[src/rtl/hlgbp_ram.sv]
// Simple dual-port memory: one write port, one read port with registered data.
// Read during a write to the same address returns the old contents. No dependencies.
`default_nettype none

module hlgbp_ram #(
	parameter int DEPTH = 1024,
	parameter int WIDTH = 2
) (
	input  wire logic                     clk,
	input  wire logic                     we,
	input  wire logic [$clog2(DEPTH)-1:0] waddr,
	input  wire logic [WIDTH-1:0]         wdata,
	input  wire logic [$clog2(DEPTH)-1:0] raddr,
	output logic      [WIDTH-1:0]         rdata
);

	logic [WIDTH-1:0] mem [DEPTH];

	always_ff @(posedge clk) begin
		if (we) begin
			mem[waddr] <= wdata;
		end
		rdata <= mem[raddr];
	end

endmodule

`default_nettype wire

[config.mk]
export PLATFORM = sky130hd
export DESIGN_NAME = hlgbp_ram
export DESIGN_NICKNAME = d
export VERILOG_FILES = /design/src/rtl/hlgbp_ram.sv
export SDC_FILE = /design/constraint.sdc
export NUM_CORES = 2
export LEC_CHECK = 0
export BUFFER_PORTS_ARGS = -buffer_cell sky130_fd_sc_hd__buf_2
export CAP_MARGIN = 10
export CORE_ASPECT_RATIO = 0.75
export CORE_MARGIN = 5
export CORE_UTILIZATION = 63
export CTS_CLUSTER_SIZE = 14
export DETAILED_ROUTE_END_ITERATION = 8
export PLACE_DENSITY = 0.79
export SLEW_MARGIN = 10
export SYNTH_ARGS = -nofsm -noshare
export SYNTH_HDL_FRONTEND = slang
export SYNTH_SLANG_ARGS = --single-unit
export TNS_END_PERCENT = 50
[constraint.sdc]
create_clock -name clk -period 4.1 [get_ports clk]
set_clock_uncertainty 0.2 [all_clocks]
set_input_delay 0.82 -clock clk [delete_from_list [all_inputs] [get_ports clk]]
set_output_delay 0.82 -clock clk [all_outputs]
set_load 0.05 [all_outputs]
# Word level (Yosys, flattened, before mapping)
# Memory sizes are Yosys's and may differ from the RTL's. A register that Yosys moved wholly into a read port is not among the register bits.
# Cells that the tools add are included.
# Widths: inputs -> output; s select.
dict set report op_classes {
  n_mux 2
}
# op n
set ops {}
lappend ops {{$mux 1} 2}
dict set report word_totals {
  regBits 0
  mem_bits_rw 2048
  inputBits 24
  mem_count 1
}
# name words word_bits read_ports rd_clocked_by_memory_dff write_ports line_no
set mem_list {}
lappend mem_list {mem 1024 2 1 1 1 17} ;# logic [WIDTH-1:0] mem [DEPTH];

# Longest topological paths before layout
dict set report logic_depth {
  word_depth 2
  ltp_mapped 15
}

# Least setup slack after synthesis
# Ideal clock, no wire load.
dict set report synth_path {
  path_kind {input to register}
  startpoint {input port raddr[0]}
  endpoint {register rdata[1] (read register of mem)}
  setup_ns 0.140
  arrival_time_ns 3.042
  required_ns 3.760
  setup_slack_ns 0.718
  stages 12
  cell_sequence {buf_6 > buf_12 > buf_8 > buf_6 > buf_6 > mux4_2 > a221oi_1 > o21ai_0 > nor3_1 > o31ai_1 > o31ai_1 > nand4_1}
}
# item line_no
set synth_lines {}
lappend synth_lines {{start, declared} 13} ;# input wire logic [$clog2(DEPTH)-1:0] raddr,
lappend synth_lines {{end, declared} 14} ;# output logic [WIDTH-1:0] rdata

==> flow_summary.json <==
{
  "layout_min_cycle_time_ns": 3.85,
  "final_cell_area_um2": 93200,
  "hold_viol": 0,
  "finalNonFillerCells": 6839,
  "top_layer_used": "met5",
  "avgViaCountPerCell": 7.17,
  "synth_top_area_cell": "edfxtp_1",
  "synth_seq_cells": 2050,
  "grt_pass1_vias": 48700,
  "worst_pin_slew_ns": 1.57,
  "first_iter_violations": 8779,
  "status": "finished with violations",
  "synth_cells": 4793,
  "worstHoldPathType": "input port to register",
  "grt_start_max_net_pins": 244,
  "final_common_cell": "edfxtp_1",
  "yosysTopAreaCellShare": 0.734,
  "hpwl_um": 139000,
  "fin_setup_tns_ns": 0,
  "fin_nets": 4973,
  "final_util": 0.708,
  "routedWlPerCell_um": 34.7,
  "gp_congestion": 0.899,
  "initial_utilization": 0.636,
  "fin_ws_ns": 0.251,
  "place.port_buffers": 25,
  "dieArea_um2": 140000,
  "vias": 49000,
  "htree_levels": 4,
  "numCtsBuffers": 180,
  "total_power_mw": 41.6,
  "layout-drive-gt1-share": 0.216,
  "yosysWarnings": 0,
  "grtUsageTotal": 0.340,
  "crit_fanout": 15,
  "reg2reg_setup_slack_ns": 0.71,
  "syn_area_um2": 83800,
  "start_kind": "input port",
  "reg2reg_depth": 8,
  "drc_errors": 0,
  "io_pins": 26,
  "rsz0062_at_grt": "no",
  "cp-end-kind": "register",
  "cts_buffer_depth": 3,
  "min_period_over_period": 0.939,
  "r2r-end": "rdata[1]$_DFF_P_",
  "r2r-start": "mem[555][1]$_DFFE_PP_",
  "antenna_found_initial": 11,
  "slew-limit-headroom": -0.0452,
  "routed_wl_um": 237000,
  "max-cap-violations": 0,
  "yosys.cell_types.count": 66,
  "p_leak_nw": 28.7,
  "critPathLaunch": "raddr[3]",
  "cts.sinks": 2050,
  "whs_path_depth": 1,
  "cts_tree": "built",
  "syn_nets": 4817,
  "max_freq_mhz": 260,
  "postRouteAntennaNets": 0,
  "post-cts-setup-buffers": 0,
  "num_rows": 115,
  "clk_pin_slew_ns": 0.06,
  "areaGrowthSynthToFinish_pct": 11.3,
  "cts_root_buf": "clkbuf_16",
  "cts-hold-fix-buffers": 0,
  "placed_area_um2": 87800,
  "peakVddDrop_mv": 0.422,
  "hold_ws_ns": 0.174,
  "cp_data_arrival_time_ns": 4.40,
  "ys_seq_area_frac": 0.735,
  "dp_cells": 6522,
  "slew_violations": 73,
  "synth_area_per_cell_um2": 17.5,
  "wl_met3_um": 38400,
  "powerDensity_nw_per_um2": 446,
  "synthFlopType": "edfxtp_1",
  "violations": "max-slew violations",
  "setup_viol": 0,
  "worstSetupPathType": "input port to register",
  "dp_slack_ns": -0.403,
  "dr_wl_met2_um": 106000,
  "grt_overflow": 0,
  "cts_resized": 0,
  "final_cell_mix": "edfxtp_1, nor2_1, mux4_2",
  "die_w_um": 431,
  "crit_required_ns": 4.65,
  "met1Wirelength_um": 79300,
  "core-area_um2": 132000,
  "ys_top_cells_by_area": "edfxtp_1, mux4_2, nor2_1, mux2i_1, clkbuf_1",
  "grt_pass1_wl_um": 342000,
  "synth_edf_count": 2048,
  "crit_end": "rdata[0]$_DFF_P_",
  "firstDrtPassIters": 6,
  "synth-async-reset-ratio": 0,
  "clk_latency_ns": 0.83,
  "dieHeight_um": 326
}
-- synthesized netlist by cell type (all sizes together) (10+ instances only) --
library cell and n:
nor3 45, o21ai 36, a221oi 13, a22oi 45, nor2 1054, o221ai 83
nor3b 10, a22o 13, mux2 10, nor4 10, nand2 96, o22ai 45
mux4 449, a21oi 70, edfxtp 2048, clkbuf 239, mux2i 205, nand4 13
nor2b 13, a211oi 13, buf 157, nand3 39
-- sequential cells by signal, summed over array words and instances (netlist names) --
| register | cells |
|---|---|
| rdata | 2 |
| mem | 2048 |
-- area by class of cell --
type / count / area [um2]
Inverter: 6 / 23.8
Multi-Input combinational cell: 2341 / 20400
Sequential cell: 2050 / 61500
Fill cell: 7662 / 38400
Clock inverter: 74 / 543
Antenna cell: 9 / 22.5
Tap cell: 1755 / 2200
Timing Repair Buffer: 370 / 3670
Clock buffer: 234 / 4810
-- logic make-up (layout without fill, tap and decap cells) --
family          Yosys count  in the layout  synth area share
buf+inv                 402            684            0.0249
compound gates          353            353            0.0298
flops                  2050           2050             0.735
mux                     664            664             0.147
simple gates           1324           1324            0.0640
other cells               0              9                 0
-- power breakdown --
part | internal [mW] | switching [mW]
registers | 23.1 | 0.0128
logic | 0.883 | 1.56
clock network | 8.62 | 7.48
total | 32.6 | 9.05
-- worst max-delay path, stage by stage --
cell	delay, ns
buf_2	0.42
inv_2	0.22
buf_12	0.25
nand3_1	0.63
buf_4	0.27
nor3_1	0.06
nor3_1	0.19
nand4_1	0.19
o21ai_0	0.83
nand4_1	0.32
nand4_1	0.20
-- worst min-delay path by stage --
stage / startpoint / to / slack [ns]
after floorplan: mem[310][0]$_DFFE_PP_ / rdata[0]$_DFF_P_ / 0.61
after global placement: mem[43][1]$_DFFE_PP_ / rdata[1]$_DFF_P_ / 0.95
after detailed placement: mem[43][1]$_DFFE_PP_ / rdata[1]$_DFF_P_ / 0.95
after CTS: wdata[0] / mem[243][0]$_DFFE_PP_ / 0.15
after global routing: wdata[0] / mem[243][0]$_DFFE_PP_ / 0.17
final: wdata[0] / mem[243][0]$_DFFE_PP_ / 0.17
-- per-layer routing --
layer | global-route usage | up-vias
met2 | 0.500 | 4470
met5 | 0 | -
met1 | 0.469 | 24700
met4 | 0.162 | 8
li1 | - | 19100
met3 | 0.112 | 757
No activity file was read; power rests on OpenSTA's default activity.
