## src/rtl/hlgbp_pkg.sv

```systemverilog
// Shared types, constants and helpers for the hybrid local/gshare branch predictor.
// No dependencies; the top level and hlgbp_fifo import this package.
`default_nettype none

package hlgbp_pkg;

	// Stream payload widths, padded to whole bytes
	localparam int ADDR_W    = 64;
	localparam int S_TDATA_W = 72;
	localparam int M_TDATA_W = 8;

	// Two-bit saturating counters
	localparam int           CTR_W          = 2;
	localparam logic [1:0]   CTR_MIN        = 2'd0;
	localparam logic [1:0]   CTR_WEAK_TAKEN = 2'd2;
	localparam logic [1:0]   CTR_MAX        = 2'd3;
	// Chooser at or above this value selects the local component
	localparam logic [1:0]   CHOOSE_LOCAL   = 2'd2;

	// Result queue: holds every item that is in flight or waiting
	localparam int RES_DEPTH = 4;
	localparam int RES_PTR_W = 2;
	localparam int RES_CNT_W = 3;

	typedef logic [CTR_W-1:0] ctr_t;

	// Declared highest bit first: buffer_hit lands in bit 0
	typedef struct packed {
		logic entry_replaced;
		logic used_local;
		logic prediction_correct;
		logic predicted_taken;
		logic buffer_hit;
	} result_t;

	localparam int RES_W = $bits(result_t);

	function automatic ctr_t sat_step(input ctr_t c, input logic up);
		ctr_t r;
		if (up) begin
			r = (c == CTR_MAX) ? CTR_MAX : ctr_t'(c + 2'd1);
		end else begin
			r = (c == CTR_MIN) ? CTR_MIN : ctr_t'(c - 2'd1);
		end
		return r;
	endfunction

endpackage

`default_nettype wire

```

## src/rtl/hlgbp_fifo.sv

```systemverilog
// Small result queue in front of the output stream.
// Depends on hlgbp_pkg for result_t and the queue sizes.
`default_nettype none

module hlgbp_fifo (
	input  wire logic               clk,
	input  wire logic               arst_n,
	input  wire logic               push,
	input  wire hlgbp_pkg::result_t push_data,
	input  wire logic               pop,
	output logic                    out_valid,
	output hlgbp_pkg::result_t      out_data
);
	import hlgbp_pkg::*;

	result_t                slot_q [RES_DEPTH];
	logic [RES_PTR_W-1:0]   wr_ptr_q;
	logic [RES_PTR_W-1:0]   rd_ptr_q;
	logic [RES_CNT_W-1:0]   count_q;

	assign out_valid = (count_q != '0);
	assign out_data  = slot_q[rd_ptr_q];

	always_ff @(posedge clk or negedge arst_n) begin
		if (!arst_n) begin
			wr_ptr_q <= '0;
			rd_ptr_q <= '0;
			count_q  <= '0;
		end else begin
			if (push) begin
				wr_ptr_q <= wr_ptr_q + 1'b1;
			end
			if (pop && out_valid) begin
				rd_ptr_q <= rd_ptr_q + 1'b1;
			end
			case ({push, pop && out_valid})
				2'b10:   count_q <= count_q + 1'b1;
				2'b01:   count_q <= count_q - 1'b1;
				default: count_q <= count_q;
			endcase
		end
	end

	always_ff @(posedge clk) begin
		if (push) begin
			slot_q[wr_ptr_q] <= push_data;
		end
	end

endmodule

`default_nettype wire
```

## config.mk

```make
export PLATFORM = sky130hd
export DESIGN_NAME = hlgbp_fifo
export DESIGN_NICKNAME = d
export VERILOG_FILES = /design/src/rtl/hlgbp_pkg.sv /design/src/rtl/hlgbp_fifo.sv
export SDC_FILE = /design/constraint.sdc
export NUM_CORES = 1
export LEC_CHECK = 0
export BUFFER_PORTS_ARGS = -buffer_cell sky130_fd_sc_hd__clkbuf_2
export CAP_MARGIN = 40
export CORE_MARGIN = 8
export CORE_UTILIZATION = 59
export DETAILED_ROUTE_END_ITERATION = 6
export MAX_ROUTING_LAYER = met4
export PLACE_DENSITY = 0.81
export SLEW_MARGIN = 10
export SYNTH_ARGS = -nofsm -noshare
export SYNTH_HDL_FRONTEND = slang
export SYNTH_SLANG_ARGS = --single-unit
```

## constraint.sdc

```tcl
create_clock -name clk -period 2.9 [get_ports clk]
set_input_delay 0.29 -clock clk [delete_from_list [all_inputs] [get_ports clk]]
set_output_delay 0.29 -clock clk [all_outputs]
set_load 0.05 [all_outputs]
```

After elaboration in Yosys (flattened, before gate mapping)
Memories as Yosys holds them, arrays and structs flattened.
Index checks and enable logic that the tools add are counted.

storage, ports and cells
  input bits = 9
  register bits after elaboration = 7
  RAM bits = 20
  word-level logic and storage cells = 16
  output and inout bits = 6
  memories = 1

memories
  name    depth  width  read ports  clocked after memory_dff  wr ports  line              text
  slot_q  4      5      1           0                         1         hlgbp_fifo.sv:16  result_t slot_q [RES_DEPTH];

operators by class
  multiplexer cells = 3
  equality and inequality tests = 2
  reduce and logical (&&, ||, !) cells = 3
  add/sub/neg operators = 4

operators with widths
  operator               count
  $pmux W3 S2            1
  $add A2 B1 Y2 const B  2
  $add A3 B1 Y3 const B  1
  $reduce_bool A3 Y1     1
  $sub A3 B1 Y3 const B  1
  $eq A2 B1 Y1 const B   1
  $eq A2 B2 Y1 const B   1
  $mux W1                2
  $reduce_bool A2 Y1     1
  $logic_and A1 B1 Y1    1

Longest topological paths before layout
Gate-level depths: netlist of run 1.

  word-level depth = 4
  depth in mapped cells = 7
  depth with buffers taken out = 7

Least setup slack after synthesis of run 1
Ideal clock, no wire load.

  kind = reg-to-reg
  start point = reg count_q[0]
  end point = reg count_q[2]
  data arrival time = 1.531 ns
  setup time = 0.079 ns
  slack = 1.290 ns
  clock period less this slack = 1.610 ns
  path buffers = 0
  stages on the path, launching flop included = 8
  required time = 2.821 ns
  cell sequence = dfrtp_1 > o31a_1 > ha_1 > inv_1 > fa_1 > xor2_1 > nor2_1 > xor2_1

between the ends
  cells in the longest elaborated chain, start to end = 4
  elaborated cells on any way between the ends = 8
  those cells by class = 2 x add/sub; 2 x eq/ne; 1 x mux; 3 x reduce/logical

RTL lines
  element                                                                line              text
  from (decl)                                                            hlgbp_fifo.sv:19  logic [RES_CNT_W-1:0] count_q;
  from (signal assigned)                                                 hlgbp_fifo.sv:37  2'b10: count_q <= count_q + 1'b1;
  from (signal assigned)                                                 hlgbp_fifo.sv:38  2'b01: count_q <= count_q - 1'b1;
  from (signal assigned)                                                 hlgbp_fifo.sv:39  default: count_q <= count_q;
  parallel branches: the longest is 4 deep, another holds $sub A3 B1 Y3  -

Parallel ways; which one is timed is not known.
A chain may end at the register's enable or synchronous reset.

==> summary.json, run 1 <==
{
  "synthesis.instances": {"value": 63},
  "htreeDepth": {"value": 1},
  "register_area": {"value": 776, "unit": "µm²"},
  "core": {"value": 0.00188, "unit": "mm²"},
  "number_of_flip_flops_and_latches_in_the_synthesized_netlist": {"value": 27},
  "final_antenna_net_count": {"value": 0},
  "first_global_vias": {"value": 577},
  "path_buf_inv": {"value": 1},
  "p_leak": {"value": 0.000498, "unit": "µW"},
  "timing.critical_path.max_delay_family": {"value": "flip-flops"},
  "drc_errors": {"value": 0},
  "yosys-top-cells-area": {"value": "edfxtp_1 (53%), dfrtp_1 (16%), mux4_2 (10%)"},
  "critPathKind": {"value": "reg -> out"},
  "timing.clock.skew": {"value": 0.00725, "unit": "ns"},
  "cpPeakStageDelay": {"value": 0.60, "unit": "ns"},
  "synthDistinctLibCells": {"value": 17},
  "grt_max_degree": {"value": 17},
  "synth_top_cell_by_area": {"value": "edfxtp_1"},
  "cts.sink_count": {"value": 27},
  "postRouteWirelength": {"value": 1620, "unit": "µm"},
  "min_path_type": {"value": "in -> reg"},
  "gp_congestion": {"value": 0.665},
  "maxCapViolations": {"value": 0},
  "drive_above_1_share": {"value": 28.7, "unit": "%"},
  "first_iter_violations": {"value": 7},
  "critical_path_required": {"value": 2.61, "unit": "ns"},
  "finalHoldViolations": {"value": 0},
  "dr.pass1.iters": {"value": 4},
  "grt_pass1_wl": {"value": 2700, "unit": "µm"},
  "flow.area_growth_from_synthesis": {"value": 11.4, "unit": "%"},
  "syn_area": {"value": 0.00113, "unit": "mm²"},
  "die_width": {"value": 59.7, "unit": "µm"},
  "core_utilization_of_the_finished_layout": {"value": 66.8, "unit": "%"},
  "initial_core_util": {"value": 59.9, "unit": "%"},
  "layoutNonFillerInstCount": {"value": 107},
  "place.detailed.hpwl": {"value": 1240, "unit": "µm"},
  "rsz0062_at_grt": {"value": "false"},
  "seq_area_frac_synth": {"value": 68.8, "unit": "%"},
  "powerDensity": {"value": 1020, "unit": "mW/mm²"},
  "synthesis.yosys.warnings": {"value": 0},
  "vdd_ir_drop_max": {"value": 0.000504, "unit": "V"},
  "placed_cells_incl_taps": {"value": 102},
  "design.die.area": {"value": 0.00357, "unit": "mm²"},
  "critPathCaptureType": {"value": "output pin"},
  "io_buffers": {"value": 14},
  "synth_top_area_share": {"value": 53.3, "unit": "%"},
  "vias": {"value": 559},
  "grtUsageTotal": {"value": 11.0, "unit": "%"},
  "antenna_violations_before_repair": {"value": 0},
  "clock_period_minus_final_worst_setup_slack": {"value": 2.01, "unit": "ns"},
  "tritoncts.num_buffers": {"value": 3},
  "outcome": {"value": "completed"},
  "root_buffer": {"value": "clkbuf_4"},
  "final_min_period_over_clock_period": {"value": 69.2, "unit": "%"},
  "post_drt_wl_per_cell": {"value": 15.2, "unit": "µm"},
  "nets": {"value": 96},
  "clock_path_buffers": {"value": 2},
  "crit_chain": {"value": "mux4_2 -> clkbuf_2"},
  "antenna_cells": {"value": 0},
  "grt_overflow_total": {"value": 0},
  "setup_tns": {"value": 0, "unit": "ns"},
  "timing_max_transition_violations_final": {"value": 0},
  "cts_tree": {"value": "done"},
  "setup-violations-final": {"value": 0},
  "cts.reportedPaths.clkPinSlew": {"value": 0.14, "unit": "ns"},
  "floorplan.rows": {"value": 16},
  "die_height": {"value": 59.7, "unit": "µm"},
  "transition_at_the_pin_with_the_smallest_max_transition_slack": {"value": 0.383, "unit": "ns"},
  "maxSlewHeadroom": {"value": 74.5, "unit": "%"},
  "via_density_per_instance": {"value": 5.22},
  "worst-endpoint-arrival": {"value": 1.72, "unit": "ns"},
  "layout.cells.most_common": {"value": "edfxtp_1"},
  "clock_insertion_delay_worst_skew": {"value": 0.32, "unit": "ns"},
  "boundaryPins": {"value": 15},
  "fmaxAchievable": {"value": 0.498, "unit": "GHz"},
  "critical_path.slowest_cell": {"value": "dfrtp_1"},
  "filler_cell_count": {"value": 162},
  "critical_path.max_fanout": {"value": 7},
  "multiInputGateArea": {"value": 314, "unit": "µm²"},
  "resize_count_post_cts": {"value": 0},
  "post_synth.cell_area_avg": {"value": 17.9, "unit": "µm²"},
  "syn-num-nets": {"value": 78},
  "postCtsSetupRepairBufs": {"value": 0},
  "layout_common_cells": {"value": "edfxtp_1 (20), clkbuf_2 (14), dfrtp_1 (7)"},
  "worst_setup_path_start_kind": {"value": "flop"}
}
==> report_power, final <==
part	switching (µW)	internal [µW]	leakage (µW)	total, µW
logic	324	186	0.000219	510
clock network	107	52.8	0.0000139	160
registers	89.6	525	0.000266	615
total	521	764	0.000498	1280
==> synth_stat cells, drive strengths merged <==
library cell / n
buf: 1
fa: 1
mux4: 5
ha: 5
xnor2: 2
and2: 4
xor2: 4
o31a: 1
or3: 1
nand2: 2
mux2i: 1
inv: 6
clkbuf: 1
o21ai: 1
edfxtp: 20
nor2: 1
dfrtp: 7
==> stage by stage <==
step	power (µW)	hold WS [ns]	worst slack, ns	instance area (µm²)
finish	1280	0.177	0.893	1260
floorplan	1040	-0.00559	1.29	1130
global placement	1120	0.134	1.22	1220
detailed placement	1150	0.137	1.14	1220
global route	1360	0.164	0.776	1260
CTS	1310	0.174	0.831	1260
==> timing repair <==
action                     in CTS  in global routing
setup endpoints to repair       0                  0
hold buffers                    1                  0
hold endpoints to repair        7                  0
==> registers in the layout, indices dropped and copies added, names as in the netlist <==
register / cells
rd_ptr_q: 2
count_q: 3
slot_q: 20
wr_ptr_q: 2
==> worst paths after layout <==
check / to / slack (ns) / cells past startpoint / from
worst min register to register: count_q[2]$_DFFE_PN0P_ / 0.51 / 1 / count_q[2]$_DFFE_PN0P_
worst max-delay path: out_data[3] / 0.89 / 2 / rd_ptr_q[0]$_DFFE_PN0P_
max in group asynchronous: count_q[2]$_DFFE_PN0P_ / 2.42 / 2 / arst_n
min in group asynchronous: count_q[1]$_DFFE_PN0P_ / 0.32 / 2 / arst_n
worst max register to register: count_q[2]$_DFFE_PN0P_ / 1.13 / 7 / count_q[0]$_DFFE_PN0P_
worst min-delay path: slot_q[2][0]$_DFFE_PP_ / 0.18 / 1 / push_data[0]
==> cell type report <==
type,count,area share [%]
well taps,27,2.69
inverters,6,1.79
clock buffers,3,1.79
flip-flops and latches,27,61.8
clock inverters,1,0.598
multi-input cells,28,25.0
repair buffers,15,6.37
==> routing by layer <==
metal / wire, µm / global-route usage [%] / up-vias / share of wire (%)
li1: - / - / 261 / -
met1: 666 / 11.3 / 279 / 41
met2: 858 / 18.8 / 14 / 53
met3: 56 / 1.94 / 5 / 3.4
met4: 42 / 7.14 / 0 / 2.6
met5: 0 / - / - / 0
==> kinds of logic (layout without fill, tap and decap cells) <==
logic type | after synthesis | in the layout | share of synthesized area [%]
flops | 27 | 27 | 68.8
fa+ha+maj | 6 | 6 | 7.33
mux | 6 | 6 | 10.9
simple gates | 8 | 8 | 3.77
compound gates | 2 | 2 | 1.22
xor+xnor | 6 | 6 | 4.66
buf+inv | 8 | 25 | 3.33
No activity file was read; power rests on OpenSTA's default activity.
==> inputs of run 2 (changes only) <==
CORE_UTILIZATION = 49   (was 59)
PLACE_DENSITY = 0.72   (was 0.81)
clock period = 1.8 ns   (was 2.9 ns; I/O delays follow)
==> summary.json, run 2 (synthesized netlist as in run 1, its figures left out) <==
{
  "min_path_type": {"value": "in -> reg", "change": "unchanged"},
  "cts_tree": {"value": "done", "change": "unchanged"},
  "register_area": {"value": 777, "unit": "µm²", "change": "was 776 µm²"},
  "drive_above_1_share": {"value": 34.1, "unit": "%", "change": "was 28.7%"},
  "outcome": {"value": "completed", "change": "unchanged"},
  "vias": {"value": 558, "change": "was 559"},
  "timing_max_transition_violations_final": {"value": 0, "change": "unchanged"},
  "final_critical_path_setup_slack": {"value": 0.0827, "unit": "ns", "change": "was 0.893 ns"},
  "gp_congestion": {"value": 0.687, "change": "was 0.665"},
  "rsz0062_at_grt": {"value": "true", "change": "was false"},
  "r2r_end": {"value": "count_q[1]$_DFFE_PN0P_", "change": "was count_q[2]$_DFFE_PN0P_"},
  "worst-endpoint-arrival": {"value": 1.54, "unit": "ns", "change": "was 1.72 ns"},
  "critical_path_required": {"value": 1.62, "unit": "ns", "change": "was 2.61 ns"},
  "root_buffer": {"value": "clkbuf_4", "change": "unchanged"},
  "finalHoldViolations": {"value": 0, "change": "unchanged"},
  "setup-violations-final": {"value": 0, "change": "unchanged"},
  "htreeDepth": {"value": 1, "change": "unchanged"},
  "worstReg2RegStart": {"value": "count_q[1]$_DFFE_PN0P_", "change": "was count_q[0]$_DFFE_PN0P_"},
  "die_width": {"value": 64.0, "unit": "µm", "change": "was 59.7 µm"},
  "vdd_ir_drop_max": {"value": 0.000934, "unit": "V", "change": "was 0.000504 V"},
  "critPathKind": {"value": "reg -> out", "change": "unchanged"},
  "first_iter_violations": {"value": 10, "change": "was 7"},
  "clock_path_buffers": {"value": 2, "change": "unchanged"},
  "powerDensity": {"value": 1700, "unit": "mW/mm²", "change": "was 1020 mW/mm²"},
  "pwr-share-seq": {"value": 44.8, "unit": "%", "change": "was 47.9%"},
  "met2RoutedLength": {"value": 848, "unit": "µm", "change": "was 858 µm"},
  "antenna_violations_before_repair": {"value": 0, "change": "unchanged"},
  "multiInputGateArea": {"value": 319, "unit": "µm²", "change": "was 314 µm²"},
  "grtUsageTotal": {"value": 8.91, "unit": "%", "change": "was 11.0%"},
  "nets": {"value": 98, "change": "was 96"},
  "power.combinational.fraction": {"value": 44.1, "unit": "%", "change": "was 39.7%"},
  "maxCapViolations": {"value": 0, "change": "unchanged"},
  "power.share.switching": {"value": 39.2, "unit": "%", "change": "was 40.5%"},
  "p_clk_share": {"value": 11.1, "unit": "%", "change": "was 12.5%"},
  "initial_core_util": {"value": 51.5, "unit": "%", "change": "was 59.9%"},
  "via_density_per_instance": {"value": 5.07, "change": "was 5.22"},
  "layout_top_registers": {"value": "slot_q x20, count_q x3", "change": "unchanged"},
  "crit_chain": {"value": "mux4_2 -> buf_4", "change": "was mux4_2 -> clkbuf_2"},
  "placement.cell_area": {"value": 0.00122, "unit": "mm²", "change": "about the same"},
  "layout.cell_area.non_filler": {"value": 0.00129, "unit": "mm²", "change": "was 0.00126 mm²"},
  "cts.sink_count": {"value": 27, "change": "unchanged"},
  "cpPeakStageDelay": {"value": 0.52, "unit": "ns", "change": "was 0.60 ns"},
  "setup_tns": {"value": 0, "unit": "ns", "change": "unchanged"},
  "dr.pass1.iters": {"value": 2, "change": "was 4"},
  "clock_period_minus_final_worst_setup_slack": {"value": 1.72, "unit": "ns"},
  "post_drt_wl_per_cell": {"value": 15.8, "unit": "µm", "change": "was 15.2 µm"},
  "tritoncts.num_buffers": {"value": 3, "change": "unchanged"},
  "postRouteWirelength": {"value": 1740, "unit": "µm", "change": "was 1620 µm"},
  "fmaxAchievable": {"value": 0.582, "unit": "GHz"},
  "final_min_period_over_clock_period": {"value": 95.4, "unit": "%"},
  "worst_setup_path_start_kind": {"value": "flop", "change": "unchanged"},
  "io_buffers": {"value": 14, "change": "unchanged"},
  "floorplan.rows": {"value": 17, "change": "was 16"},
  "post-place-ws": {"value": 0.0515, "unit": "ns", "change": "was 1.14 ns"},
  "boundaryPins": {"value": 15, "change": "unchanged"},
  "p_leak": {"value": 0.000512, "unit": "µW", "change": "was 0.000498 µW"},
  "drc_errors": {"value": 0, "change": "unchanged"},
  "core": {"value": 0.00219, "unit": "mm²", "change": "was 0.00188 mm²"},
  "grt_max_degree": {"value": 15, "change": "was 17"},
  "design_internal_power": {"value": 1340, "unit": "µW", "change": "was 764 µW"},
  "registers.top_by_ff_count": {"value": "slot_q", "change": "unchanged"},
  "place.detailed.hpwl": {"value": 1240, "unit": "µm", "change": "about the same"},
  "cts.reportedPaths.clkPinSlew": {"value": 0.13, "unit": "ns", "change": "was 0.14 ns"},
  "final_antenna_net_count": {"value": 0, "change": "unchanged"},
  "flow.area_growth_from_synthesis": {"value": 14.9, "unit": "%", "change": "was 11.4%"},
  "timing.clock.skew": {"value": 0.00128, "unit": "ns", "change": "was 0.00725 ns"},
  "maxSlewHeadroom": {"value": 79.9, "unit": "%", "change": "was 74.5%"},
  "first_global_vias": {"value": 587, "change": "was 577"},
  "number_of_flip_flops_under_the_largest_register_name": {"value": 20, "change": "unchanged"},
  "grt_overflow_total": {"value": 0, "change": "unchanged"},
  "ff2ff_path_depth": {"value": 5, "change": "was 7"},
  "net-switching-power": {"value": 862, "unit": "µW", "change": "was 521 µW"},
  "hold_path_startpoint": {"value": "push_data[3]", "change": "was push_data[0]"},
  "die_height": {"value": 64.0, "unit": "µm", "change": "was 59.7 µm"},
  "worst_hold_path.num_cells": {"value": 1, "change": "unchanged"},
  "transition_at_the_pin_with_the_smallest_max_transition_slack": {"value": 0.302, "unit": "ns", "change": "was 0.383 ns"},
  "critPathCaptureType": {"value": "output pin", "change": "unchanged"},
  "timing.hold.worst_endpoint": {"value": "slot_q[0][3]$_DFFE_PP_", "change": "was slot_q[2][0]$_DFFE_PP_"},
  "routed-wl-met3": {"value": 65, "unit": "µm", "change": "was 56 µm"},
  "clock_insertion_delay_worst_skew": {"value": 0.30, "unit": "ns", "change": "was 0.32 ns"},
  "routedLengthMet1": {"value": 805, "unit": "µm", "change": "was 666 µm"},
  "filler_cell_count": {"value": 175, "change": "was 162"},
  "design_power_total": {"value": 2200, "unit": "µW", "change": "was 1280 µW"},
  "design.die.area": {"value": 0.00409, "unit": "mm²", "change": "was 0.00357 mm²"},
  "highest-signal-layer": {"value": "met4", "change": "unchanged"},
  "grt_pass1_wl": {"value": 2740, "unit": "µm", "change": "was 2700 µm"},
  "r2r_slack": {"value": 0.09, "unit": "ns", "change": "was 1.13 ns"},
  "critical_path.slowest_cell": {"value": "mux4_2", "change": "was dfrtp_1"},
  "layout.cells.most_common": {"value": "edfxtp_1", "change": "unchanged"},
  "critical_path.max_fanout": {"value": 6, "change": "was 7"},
  "antenna_cells": {"value": 0, "change": "unchanged"},
  "layout_common_cells": {"value": "edfxtp_1 (20), clkbuf_2 (9), dfrtp_1 (6)", "change": "was edfxtp_1 (20), clkbuf_2 (14), dfrtp_1 (7)"}
}
[run 2: layout make-up]
cell class | instances | area share (%)
sequential | 27 | 60.0
clock buffer | 4 | 2.03
multi-input combinational | 28 | 24.6
inverter | 6 | 1.74
tap | 28 | 2.71
timing repair buffer | 17 | 8.89
[run 2: worst max-delay path, delay by kind of cell, from the launching register on]
family / cells / cell delay [ns]
flops: 1 / 0.50
mux: 1 / 0.52
buf+inv: 1 / 0.20
[run 2: timing repair]
| action | CTS | global route |
|---|---|---|
| endpoints found under the setup margin | 5 | 6 |
| hold buffers | 1 | 0 |
| hold endpoints to repair | 7 | 0 |
| setup buffers | 1 | 1 |
| pin swaps | 0 | 4 |
| gates resized for setup | 1 | 20 |
[run 2: metrics by stage]
stage / std cells / utilization, % / hold WS (ns)
2_1_floorplan: 63 / - / -0.116
3_3_place_gp: 103 / 55.6 / 0.0249
3_5_place_dp: 103 / 55.6 / 0.0258
4_1_cts: 109 / 57.6 / 0.0785
5_1_grt: 110 / 59.1 / 0.0696
6_report: 110 / 59.1 / 0.0870
[run 2: how the worst max path moves through the flow]
stage	from	endpoint	slack [ns]	depth (start not counted)
4_1_cts	rd_ptr_q[0]$_DFFE_PN0P_	out_data[2]	0.005	2
3_3_place_gp	count_q[0]$_DFFE_PN0P_	count_q[2]$_DFFE_PN0P_	0.16	7
3_5_place_dp	count_q[0]$_DFFE_PN0P_	count_q[2]$_DFFE_PN0P_	0.05	7
6_report	rd_ptr_q[0]$_DFFE_PN0P_	out_data[0]	0.08	2
2_1_floorplan	count_q[0]$_DFFE_PN0P_	count_q[2]$_DFFE_PN0P_	0.19	7
5_1_grt	count_q[0]$_DFFE_PN0P_	count_q[2]$_DFFE_PN0P_	-0.006	7
[run 2: power groups by stage]
stage               clock (µW)  sequential [µW]  combinational, µW
global placement             0              998                818
detailed placement           0             1010                847
CTS                        249              994                873
floorplan                    0              919                762
finish                     244              986                970
global route               275             1020               1050
[run 2: metal layers]
metal	track usage, %	vias to the layer above
li1	-	263
met1	10.8	283
met2	13.4	10
met3	3.14	2
met4	3.34	0
met5	-	-
==> inputs of run 3 (changes only) <==
CORE_UTILIZATION = 35   (was 49)
PLACE_DENSITY = 0.66   (was 0.72)
==> summary.json, run 3 (synthesized netlist as in run 1, its figures left out) <==
{
  "boundaryPins": {"value": 15, "change": "unchanged"},
  "post-place-ws": {"value": 0.0639, "unit": "ns", "change": "was 0.0515 ns"},
  "p_leak": {"value": 0.000520, "unit": "µW", "change": "was 0.000512 µW"},
  "routed-wl-met3": {"value": 54, "unit": "µm", "change": "was 65 µm"},
  "floorplan.rows": {"value": 20, "change": "was 17"},
  "core": {"value": 0.00305, "unit": "mm²", "change": "was 0.00219 mm²"},
  "placed_cells_incl_taps": {"value": 119, "change": "was 103"},
  "worst-endpoint-arrival": {"value": 1.95, "unit": "ns", "change": "was 1.54 ns"},
  "tritoncts.num_buffers": {"value": 3, "change": "unchanged"},
  "timing.clock.skew": {"value": 0.00482, "unit": "ns", "change": "was 0.00128 ns"},
  "grt_max_degree": {"value": 15, "change": "unchanged"},
  "htreeDepth": {"value": 1, "change": "unchanged"},
  "maxCapViolations": {"value": 0, "change": "unchanged"},
  "via_density_per_instance": {"value": 4.46, "change": "was 5.07"},
  "r2r_slack": {"value": 0.09, "unit": "ns", "change": "about the same"},
  "ff2ff_path_depth": {"value": 7, "change": "was 5"},
  "timing_max_transition_violations_final": {"value": 0, "change": "unchanged"},
  "drc_errors": {"value": 0, "change": "unchanged"},
  "filler_cell_count": {"value": 284, "change": "was 175"},
  "clock_period_minus_final_worst_setup_slack": {"value": 1.71, "unit": "ns", "change": "was 1.72 ns"},
  "final_antenna_net_count": {"value": 0, "change": "unchanged"},
  "cts_tree": {"value": "done", "change": "unchanged"},
  "root_buffer": {"value": "clkbuf_4", "change": "unchanged"},
  "antenna_violations_before_repair": {"value": 0, "change": "unchanged"},
  "number_of_flip_flops_under_the_largest_register_name": {"value": 20, "change": "unchanged"},
  "first_iter_violations": {"value": 19, "change": "was 10"},
  "hold_slack_final": {"value": 0.0872, "unit": "ns", "change": "was 0.0870 ns"},
  "hold_path_startpoint": {"value": "push_data[2]", "change": "was push_data[3]"},
  "critPathKind": {"value": "reg -> reg", "change": "was reg -> out"},
  "critical_path.max_fanout": {"value": 3, "change": "was 6"},
  "flow.area_growth_from_synthesis": {"value": 16.6, "unit": "%", "change": "was 14.9%"},
  "first_global_vias": {"value": 582, "change": "was 587"},
  "layout.cells.most_common": {"value": "edfxtp_1", "change": "unchanged"},
  "outcome": {"value": "completed", "change": "unchanged"},
  "layout_common_cells": {"value": "edfxtp_1 (20), clkbuf_2 (9), buf_4 (8)", "change": "was edfxtp_1 (20), clkbuf_2 (9), dfrtp_1 (6)"},
  "design_power_total": {"value": 2170, "unit": "µW", "change": "was 2200 µW"},
  "met2RoutedLength": {"value": 990, "unit": "µm", "change": "was 848 µm"},
  "worst_setup_path_start_kind": {"value": "flop", "change": "unchanged"},
  "fmaxAchievable": {"value": 0.584, "unit": "GHz", "change": "was 0.582 GHz"},
  "clock_path_buffers": {"value": 2, "change": "unchanged"},
  "multiInputGateArea": {"value": 314, "unit": "µm²", "change": "was 319 µm²"},
  "layoutNonFillerInstCount": {"value": 128, "change": "was 110"},
  "nets": {"value": 100, "change": "was 98"},
  "highest-signal-layer": {"value": "met4", "change": "unchanged"},
  "drive_above_1_share": {"value": 32.1, "unit": "%", "change": "was 34.1%"},
  "place.detailed.hpwl": {"value": 1200, "unit": "µm", "change": "was 1240 µm"},
  "routedLengthMet1": {"value": 695, "unit": "µm", "change": "was 805 µm"},
  "vdd_ir_drop_max": {"value": 0.000403, "unit": "V", "change": "was 0.000934 V"},
  "cts.reportedPaths.clkPinSlew": {"value": 0.13, "unit": "ns", "change": "about the same"},
  "grtUsageTotal": {"value": 6.97, "unit": "%", "change": "was 8.91%"},
  "grt_pass1_wl": {"value": 2770, "unit": "µm", "change": "was 2740 µm"},
  "post_drt_wl_per_cell": {"value": 13.8, "unit": "µm", "change": "was 15.8 µm"},
  "maxSlewHeadroom": {"value": 79.4, "unit": "%", "change": "was 79.9%"},
  "finalHoldViolations": {"value": 0, "change": "unchanged"},
  "dr.pass1.iters": {"value": 4, "change": "was 2"},
  "critPathLaunch": {"value": "count_q[2]$_DFFE_PN0P_", "change": "was rd_ptr_q[0]$_DFFE_PN0P_"},
  "critPathCaptureType": {"value": "flop", "change": "was output pin"},
  "timing.hold.worst_endpoint": {"value": "slot_q[0][2]$_DFFE_PP_", "change": "was slot_q[0][3]$_DFFE_PP_"},
  "r2r_end": {"value": "count_q[2]$_DFFE_PN0P_", "change": "was count_q[1]$_DFFE_PN0P_"},
  "cts.sink_count": {"value": 27, "change": "unchanged"},
  "critical_path_required": {"value": 2.04, "unit": "ns", "change": "was 1.62 ns"},
  "worst_hold_path.num_cells": {"value": 1, "change": "unchanged"},
  "register_area": {"value": 777, "unit": "µm²", "change": "unchanged"},
  "clock_insertion_delay_worst_skew": {"value": 0.30, "unit": "ns", "change": "about the same"},
  "die_height": {"value": 72.8, "unit": "µm", "change": "was 64.0 µm"},
  "final_critical_path_setup_slack": {"value": 0.0867, "unit": "ns", "change": "was 0.0827 ns"},
  "layout_top_registers": {"value": "slot_q x20, count_q x3", "change": "unchanged"},
  "placement.cell_area": {"value": 0.00124, "unit": "mm²", "change": "was 0.00122 mm²"},
  "layout.cell_area.non_filler": {"value": 0.00132, "unit": "mm²", "change": "was 0.00129 mm²"},
  "io_buffers": {"value": 14, "change": "unchanged"},
  "die_width": {"value": 72.8, "unit": "µm", "change": "was 64.0 µm"},
  "min_path_type": {"value": "in -> reg", "change": "unchanged"},
  "design.die.area": {"value": 0.00529, "unit": "mm²", "change": "was 0.00409 mm²"},
  "transition_at_the_pin_with_the_smallest_max_transition_slack": {"value": 0.309, "unit": "ns", "change": "was 0.302 ns"},
  "initial_core_util": {"value": 36.9, "unit": "%", "change": "was 51.5%"},
  "vias": {"value": 571, "change": "was 558"},
  "postRouteWirelength": {"value": 1770, "unit": "µm", "change": "was 1740 µm"},
  "final_min_period_over_clock_period": {"value": 95.2, "unit": "%", "change": "was 95.4%"},
  "setup-violations-final": {"value": 0, "change": "unchanged"},
  "worstReg2RegStart": {"value": "count_q[2]$_DFFE_PN0P_", "change": "was count_q[1]$_DFFE_PN0P_"},
  "gp_congestion": {"value": 0.824, "change": "was 0.687"},
  "antenna_cells": {"value": 0, "change": "unchanged"},
  "powerDensity": {"value": 1650, "unit": "mW/mm²", "change": "was 1700 mW/mm²"},
  "grt_overflow_total": {"value": 0, "change": "unchanged"},
  "registers.top_by_ff_count": {"value": "slot_q", "change": "unchanged"}
}
[run 3: repair_timing]
action | CTS | global route
pin swaps | 0 | 1
endpoints found under the hold margin | 7 | 0
setup buffers | 1 | 3
hold buffers | 1 | 0
endpoints found under the setup margin | 5 | 6
gates resized for setup | 1 | 13
[run 3: layout make-up]
| cell class | instances | area share (%) |
|---|---|---|
| Sequential cell | 27 | 59.1 |
| Multi-Input combinational cell | 28 | 23.9 |
| Timing Repair Buffer | 19 | 9.13 |
| Tap cell | 44 | 4.19 |
| Clock buffer | 4 | 2.00 |
| Inverter | 6 | 1.71 |
[run 3: worst max path at each step]
| stage | slack [ns] | depth (start not counted) | to |
|---|---|---|---|
| after floorplan | 0.19 | 7 | count_q[2]$_DFFE_PN0P_ |
| after detailed placement | 0.06 | 7 | count_q[2]$_DFFE_PN0P_ |
| final | 0.09 | 7 | count_q[2]$_DFFE_PN0P_ |
| after CTS | 0.01 | 2 | out_data[1] |
| after global routing | -0.04 | 7 | count_q[2]$_DFFE_PN0P_ |
| after global placement | 0.16 | 7 | count_q[2]$_DFFE_PN0P_ |
[run 3: through the flow]
step                utilization (%)  setup TNS (ns)
detailed placement             40.5               0
CTS                            42.0               0
finish                         43.1               0
floorplan                         -               0
global placement               40.5               0
global route                   43.1         -0.0400
[run 3: layer usage]
layer / up-vias / GRT usage (%)
met2: 10 / 11.0
met5: - / -
met4: 0 / 3.33
li1: 265 / -
met3: 2 / 1.51
met1: 294 / 8.24
[run 3: where the power goes]
group / internal (µW) / switching (µW) / leakage [µW]
Clock: 86.3 / 155 / 0.0000150
Combinational: 387 / 555 / 0.000240
Sequential: 849 / 141 / 0.000265
[run 3: critical path, stage by stage (launching register included)]
cell	delay (ns)
dfrtp_1	0.42
o31a_1	0.18
ha_1	0.19
inv_1	0.07
fa_1	0.38
xor2_1	0.15
nor2_1	0.11
xor2_1	0.15
